### config.mk
export PLATFORM = sky130hd
export DESIGN_NAME = nth_byte_sequence_finder_top
export DESIGN_NICKNAME = d
export VERILOG_FILES = /design/src/hw/rtl/nbsf_pkg.sv /design/src/hw/rtl/nbsf_matcher.sv /design/src/hw/rtl/nth_byte_sequence_finder_top.sv
export SDC_FILE = /design/constraint.sdc
export NUM_CORES = 1
export LEC_CHECK = 0
export BUFFER_PORTS_ARGS = -buffer_cell sky130_fd_sc_hd__buf_2
export CAP_MARGIN = 5
export CORE_ASPECT_RATIO = 1.2
export CORE_UTILIZATION = 50
export CTS_CLUSTER_SIZE = 25
export DETAILED_ROUTE_END_ITERATION = 8
export GPL_TIMING_DRIVEN = 0
export PLACE_DENSITY = 0.69
export SLEW_MARGIN = 10
export SYNTH_ARGS = -nofsm -noshare
export SYNTH_HDL_FRONTEND = slang
export SYNTH_SLANG_ARGS = --single-unit
### constraint.sdc
create_clock -name aclk -period 15.6 [get_ports aclk]
set_input_delay 1.56 -clock aclk [delete_from_list [all_inputs] [get_ports aclk]]
set_output_delay 1.56 -clock aclk [all_outputs]
set_load 0.1 [all_outputs]
### src/hw/rtl/nbsf_pkg.sv
package nbsf_pkg;

    localparam int unsigned DATA_W      = 8;
    localparam int unsigned COUNT_W     = 32;
    localparam int unsigned CFG_DATA_W  = 64;
    localparam int unsigned CFG_INDEX_W = 2;
    localparam int unsigned LEN_CFG_W   = 4;
    localparam int unsigned PAT_BYTES   = 8;

    localparam logic [COUNT_W-1:0] COUNT_MAX = '1;

    localparam logic [CFG_INDEX_W-1:0] CFG_PATTERN_BYTES     = 2'd0;
    localparam logic [CFG_INDEX_W-1:0] CFG_PATTERN_LENGTH    = 2'd1;
    localparam logic [CFG_INDEX_W-1:0] CFG_OCCURRENCE_WANTED = 2'd2;

    typedef struct packed {
        logic [DATA_W-1:0] data_byte;
        logic              last_byte;
    } s_item_t;

    typedef struct packed {
        logic               found;
        logic [COUNT_W-1:0] match_offset;
    } m_item_t;

    typedef struct packed {
        logic advance;
        logic flush;
    } win_ctl_t;

endpackage

### src/hw/rtl/nbsf_matcher.sv
module nbsf_matcher
    import nbsf_pkg::*;
#(
    parameter int unsigned WIN_BYTES = 8,
    parameter int unsigned LEN_W     = $clog2(WIN_BYTES + 1)
) (
    input  logic                        aclk,
    input  logic                        aresetn,
    input  win_ctl_t                    ctl,
    input  logic [DATA_W-1:0]           data_byte,
    input  logic [WIN_BYTES*DATA_W-1:0] pattern,
    input  logic [LEN_W-1:0]            length,
    output logic                        hit
);

    logic [DATA_W-1:0] win_reg  [WIN_BYTES];
    logic [DATA_W-1:0] win_next [WIN_BYTES];
    logic [WIN_BYTES:0] eq_len;

    always_comb begin
        win_next[WIN_BYTES-1] = data_byte;
        for (int k = 0; k < WIN_BYTES - 1; k++) begin
            win_next[k] = win_reg[k+1];
        end
    end

    // compare the newest bytes against the pattern, one candidate per length
    always_comb begin
        eq_len[0] = 1'b0;
        for (int l = 1; l <= WIN_BYTES; l++) begin
            eq_len[l] = 1'b1;
            for (int j = 0; j < l; j++) begin
                if (win_next[WIN_BYTES-l+j] != pattern[j*DATA_W +: DATA_W]) begin
                    eq_len[l] = 1'b0;
                end
            end
        end
    end

    assign hit = eq_len[length];

    always_ff @(posedge aclk) begin
        if (!aresetn || ctl.flush) begin
            for (int k = 0; k < WIN_BYTES; k++) begin
                win_reg[k] <= '0;
            end
        end else if (ctl.advance) begin
            win_reg <= win_next;
        end
    end

endmodule

### src/hw/rtl/nth_byte_sequence_finder_top.sv
// channel   ports                      item      accepted when
// input     s_valid s_ready s_item     s_item_t  s_valid && s_ready
// result    m_valid m_ready m_item     m_item_t  m_valid && m_ready
// config    cfg_we cfg_index cfg_wdata -         cfg_we high
// One byte per cycle while s_ready: window compare and counter update finish in the
// accepting cycle; a result shows on m_valid the next cycle unless one is waiting.
// A two-entry result queue (output register plus skid entry) lets input flow
// while one result is stalled; s_ready drops only while both entries are full.
// aresetn is synchronous, active low; it clears stream state and config, but length resets to 1.
module nth_byte_sequence_finder_top
    import nbsf_pkg::*;
#(
    parameter int unsigned MAX_PATTERN_BYTES = 8
) (
    input  logic                   aclk,
    input  logic                   aresetn,
    input  logic                   cfg_we,
    input  logic [CFG_INDEX_W-1:0] cfg_index,
    input  logic [CFG_DATA_W-1:0]  cfg_wdata,
    input  logic                   s_valid,
    output logic                   s_ready,
    input  s_item_t                s_item,
    output logic                   m_valid,
    input  logic                   m_ready,
    output m_item_t                m_item
);

    localparam int unsigned WIN_BYTES = (MAX_PATTERN_BYTES < PAT_BYTES) ?
                                        MAX_PATTERN_BYTES : PAT_BYTES;
    localparam int unsigned LEN_W     = $clog2(WIN_BYTES + 1);
    localparam logic [LEN_CFG_W-1:0] LEN_LIM = LEN_CFG_W'(WIN_BYTES);

    logic [CFG_DATA_W-1:0] pattern_reg;
    logic [LEN_CFG_W-1:0]  length_reg;
    logic [COUNT_W-1:0]    occurrence_reg;

    logic [COUNT_W-1:0] byte_count_reg;
    logic [COUNT_W-1:0] matches_seen_reg;
    logic               reported_reg;

    m_item_t out_reg;
    logic    out_valid_reg;
    m_item_t skid_reg;
    logic    skid_valid_reg;

    logic               accept;
    logic               pop;
    logic               hit;
    logic               armed;
    logic               take;
    logic               res_valid;
    logic [LEN_CFG_W-1:0] len_act;
    logic [COUNT_W-1:0] count_next;
    m_item_t            res;
    win_ctl_t           win_ctl;

    assign s_ready = !skid_valid_reg;
    assign accept  = s_valid && s_ready;
    assign m_valid = out_valid_reg;
    assign m_item  = out_reg;
    assign pop     = out_valid_reg && m_ready;

    always_comb begin
        if (length_reg == '0) begin
            len_act = LEN_CFG_W'(1);
        end else if (length_reg > LEN_LIM) begin
            len_act = LEN_LIM;
        end else begin
            len_act = length_reg;
        end
    end

    assign win_ctl.advance = accept;
    assign win_ctl.flush   = accept && s_item.last_byte;

    nbsf_matcher #(
        .WIN_BYTES (WIN_BYTES),
        .LEN_W     (LEN_W)
    ) u_matcher (
        .aclk      (aclk),
        .aresetn   (aresetn),
        .ctl       (win_ctl),
        .data_byte (s_item.data_byte),
        .pattern   (pattern_reg[WIN_BYTES*DATA_W-1:0]),
        .length    (len_act[LEN_W-1:0]),
        .hit       (hit)
    );

    always_comb begin
        count_next = (byte_count_reg == COUNT_MAX) ? byte_count_reg
                                                   : byte_count_reg + COUNT_W'(1);
        armed      = !reported_reg && (count_next >= COUNT_W'(len_act)) && hit;
        take       = armed && (matches_seen_reg == occurrence_reg);
        res_valid  = take || (s_item.last_byte && !reported_reg);
        res.found        = take;
        res.match_offset = take ? (count_next - COUNT_W'(len_act)) : '0;
    end

    always_ff @(posedge aclk) begin
        if (!aresetn) begin
            pattern_reg    <= '0;
            length_reg     <= LEN_CFG_W'(1);
            occurrence_reg <= '0;
        end else if (cfg_we) begin
            unique case (cfg_index)
                CFG_PATTERN_BYTES:     pattern_reg    <= cfg_wdata;
                CFG_PATTERN_LENGTH:    length_reg     <= cfg_wdata[LEN_CFG_W-1:0];
                CFG_OCCURRENCE_WANTED: occurrence_reg <= cfg_wdata[COUNT_W-1:0];
                default: ;
            endcase
        end
    end

    always_ff @(posedge aclk) begin
        if (!aresetn) begin
            byte_count_reg   <= '0;
            matches_seen_reg <= '0;
            reported_reg     <= 1'b0;
        end else if (accept) begin
            if (s_item.last_byte) begin
                byte_count_reg   <= '0;
                matches_seen_reg <= '0;
                reported_reg     <= 1'b0;
            end else begin
                byte_count_reg <= count_next;
                if (take) begin
                    reported_reg <= 1'b1;
                end else if (armed && matches_seen_reg != COUNT_MAX) begin
                    matches_seen_reg <= matches_seen_reg + COUNT_W'(1);
                end
            end
        end
    end

    always_ff @(posedge aclk) begin
        if (!aresetn) begin
            out_valid_reg  <= 1'b0;
            skid_valid_reg <= 1'b0;
        end else if (skid_valid_reg) begin
            if (pop) begin
                out_reg        <= skid_reg;
                skid_valid_reg <= 1'b0;
            end
        end else if (accept && res_valid) begin
            if (!out_valid_reg || pop) begin
                out_reg       <= res;
                out_valid_reg <= 1'b1;
            end else begin
                skid_reg       <= res;
                skid_valid_reg <= 1'b1;
            end
        end else if (pop) begin
            out_valid_reg <= 1'b0;
        end
    end

    a_skid_behind_out: assert property (@(posedge aclk) disable iff (!aresetn)
        skid_valid_reg |-> out_valid_reg)
        else $error("skid entry held with empty output register");

    a_stream_clears: assert property (@(posedge aclk) disable iff (!aresetn)
        accept && s_item.last_byte |=> byte_count_reg == '0 && !reported_reg)
        else $error("stream state not cleared after final item");

    a_not_found_offset: assert property (@(posedge aclk) disable iff (!aresetn)
        m_valid && !m_item.found |-> m_item.match_offset == '0)
        else $error("not-found result carries an offset");

    a_reported_needs_bytes: assert property (@(posedge aclk) disable iff (!aresetn)
        reported_reg |-> byte_count_reg != '0)
        else $error("match reported with no bytes counted");

endmodule
==> results by group <==
Global routing
  • First-pass GRT wire length: 86.7 mm
  • Vias in the first global route: 14,600
  • Gr ovfl total: 0
  • Largest net degree at the start of global routing: 20
  • Initial antenna violation count: 0
  • GRT Util Overall: 33.4%

Power
  • Pwr/cell area: 93.1 nW/µm²
  • P_leak: 0.00690 µW
  • Max VDD drop: 93.4 µV

Synthesis
  • Syn Nets: 2,108
  • Asr flop ratio synth: 0%
  • Library cells used by synthesis: 80
  • Sequential fraction of the synthesis area: 38.4%
  • Biggest area consumer among synthesized cells: dfxtp_1
  • Synth top area share: 26.6%
  • Area contributors post-synth: dfxtp_1 27%, edfxtp_1 12%, xor2_1 9.5%
  • Synthesized instance count: about 2,000
  • Syn. warnings: 0
  • Post-synth EDFFs: 66
  • Synthesized area per cell: 8.31 µm²
  • Synth Register Bits: 289
  • Mapped cell area: ~17,000 µm²
  • Most used DFF post-synth: dfxtp_1

Setup path
  • Worst R2R End: skid_reg[26]$_DFFE_PP_
  • Arrival @ worst endpoint: 6.76 ns
  • Worst setup EP type: flop
  • Reg2Reg Depth: 20
  • CP Cell Sequence: ha_1 > nand4_2 > nor4_1 > buf_2 > nand3_2 > xnor2_1 > ha_1 > fa_1 > nor2b_1 > o21ai_0 > nand2b_1 > or3_1 > or3_1 > nand4b_2 > or2_2 > o2111ai_2 > a21o_1 > nor4b_2 > buf_4 > buf_2
  • Launch point of the worst path: byte_count_reg[0]$_SDFFE_PN0P_
  • Max incr delay on CP: 0.52 ns
  • Crit Path Max Fanout: 10
  • R2r setup slk: 9.16 ns
  • Critical Path Source Type: flop
  • Reg2reg start: byte_count_reg[0]$_SDFFE_PN0P_
  • Slowest CP cell: o2111ai_2
  • Worst Path Class, Setup: reg -> reg
  • Worst Setup EP: skid_reg[26]$_DFFE_PP_
  • Worst Path Required: 15.92 ns

STA
  • RSZ-0062 raised after global routing: no
  • Final setup fails: 0
  • Fin. Hold Viols: 0
  • Fmax achieved: around 0.16 GHz
  • Fin. max-slew vios: 0
  • Setup_tns: 0 ns
  • Final min period: 6.44 ns
  • Final worst setup slack: 9.16 ns
  • Final Skew: ~0.012 ns
  • Least-Margin Pin Slew: about 1.2 ns
  • Fin crit share: 41.3%
  • Max-slew headroom: 22.9%

Clocking
  • Setup Buffers After CTS: 0
  • Clock latency on the worst-skew pair: 0.58 ns
  • Root Buffer: clkbuf_16
  • TritonCTS Buffers: 30
  • CTS resizes: 0
  • CTS tree: yes
  • Hold buffer count at cts: 0
  • Clk slew on worst S/H paths: 0.07 ns
  • Clock buffer depth: 3
  • Clk sink count: about 290
  • H-tree Lvls: 1

Cells and area
  • Largest register FFs: 64
  • Layout cells sized above 1: 9.09%
  • Final layout net count: 2,252
  • Antenna cells: 0
  • Layout fillers: 3,121
  • Area delta synth->final: 13.0%
  • Most frequent cells in the layout: 404 x nand2_1, 223 x dfxtp_1, 183 x xor2_1
  • Commonest non-fill, non-tap cell in the layout: nand2_1

Floorplan
  • Die Y: 203 µm
  • Die span in x: 169 µm
  • Starting Density: roughly half
  • Die area: 34,300 µm²
  • IO Count: between 100 and 150
  • Num rows: 73
  • Core Area: between 30,000 and 40,000 µm²

Routing
  • Drt initial violations: 1,331
  • DR pass1 iterations: 7
  • Vias: 15,300
  • Drt drc: 0
  • Final wirelength: approximately 57 mm
  • Vias per cell: 5.80
  • Post-DRT Antenna Nets: 0
  • DR WL/cell: ~22 µm

Placed design
  • IO buf count: 106
  • Post-placement setup slack: 9.33 ns
  • HPWL Detailed: 42.5 mm
  • GP Congestion: 1.01

Worst hold path
  • Hold WC Path Type: reg -> reg

Run status
  • Status: complete, no violations

Flow run
  • Max cap viols: 0
## logic make-up (layout without fill, tap and decap cells)
| family | after synthesis | in the layout | share of synthesized area [%] |
|---|---|---|---|
| compound gates | 342 | 342 | 13.6 |
| xor+xnor | 364 | 364 | 19.0 |
| fa+ha+maj | 7 | 7 | 0.566 |
| buf+inv | 218 | 386 | 5.26 |
| flops | 289 | 289 | 38.4 |
| mux | 6 | 6 | 0.365 |
| simple gates | 795 | 795 | 22.8 |
## per-stage QoR
step / std cells / utilization, % / hold slack, ns / cell area, µm² / total power (µW)
6_report: 2639 / 57.4 / 0.476 / 19000 / 1770
5_1_grt: 2639 / 57.4 / 0.489 / 19000 / 1820
4_1_cts: 2639 / 57.4 / 0.477 / 19000 / 1770
3_5_place_dp: 2583 / 54.4 / 0.468 / 18000 / 1040
3_3_place_gp: 2577 / 54.1 / 0.461 / 17900 / 1030
2_1_floorplan: 2021 / - / 0.448 / 16800 / 961
## layer usage
layer | wire (µm) | vias up | track usage (%)
met1 | 23000 | 7359 | 41.0
met2 | 27100 | 597 | 56.9
met5 | 0 | - | 0
met4 | 3310 | 0 | 18.2
met3 | 3480 | 179 | 3.86
li1 | - | 7184 | -
## worst max-delay path, delay by kind of cell (launching register included)
kind / cells / cell delay, ns
DFF: 1 / 0.44
xor gates and xnor gates: 1 / 0.26
adders and majority gates: 3 / 0.81
AOI/OAI and AO/OA: 3 / 0.96
buffers and inverters: 3 / 0.70
and+or+nand+nor: 10 / 2.99
## area by class of cell
cell class / instances / area, µm² / share of cell area [%]
multi-input cells: 1514 / 9490 / 50.0
plain buffers: 196 / 801 / 4.22
well taps: 450 / 563 / 2.97
flip-flops and latches: 289 / 6450 / 34.0
clock buffers: 37 / 787 / 4.15
clock inverters: 19 / 225 / 1.19
repair buffers: 112 / 593 / 3.12
inverters: 22 / 82.6 / 0.435
## how the worst min path moves through the flow
stage                                                    from                                  end  cells after the start
after floorplan           u_matcher.win_next[57]$_SDFFE_PP0P_  u_matcher.win_next[57]$_SDFFE_PP0P_                      2
after global placement    u_matcher.win_next[57]$_SDFFE_PP0P_  u_matcher.win_next[57]$_SDFFE_PP0P_                      2
after global routing      u_matcher.win_next[61]$_SDFFE_PP0P_  u_matcher.win_next[61]$_SDFFE_PP0P_                      2
after detailed placement  u_matcher.win_next[61]$_SDFFE_PP0P_  u_matcher.win_next[61]$_SDFFE_PP0P_                      2
final                     u_matcher.win_next[61]$_SDFFE_PP0P_  u_matcher.win_next[61]$_SDFFE_PP0P_                      2
after CTS                 u_matcher.win_next[61]$_SDFFE_PP0P_  u_matcher.win_next[61]$_SDFFE_PP0P_                      2
## synthesized netlist by cell type, types with 26 or more instances
cell type / count
xnor2_1: 181
o31ai_1: 42
nor4_1: 54
clkbuf_1: 155
nand4_1: 69
o21ai_0: 36
a21oi_1: 95
nor3_1: 26
nand3_1: 43
dfxtp_1: 223
edfxtp_1: 66
nand2_1: 404
nor2_1: 62
xor2_1: 183
a21boi_0: 99
## power breakdown
group | internal, µW | switching, µW
logic | 77.2 | 162
clock network | 439 | 304
registers | 778 | 8.33
total | 1290 | 474
Power figures use the tool's default switching activity.
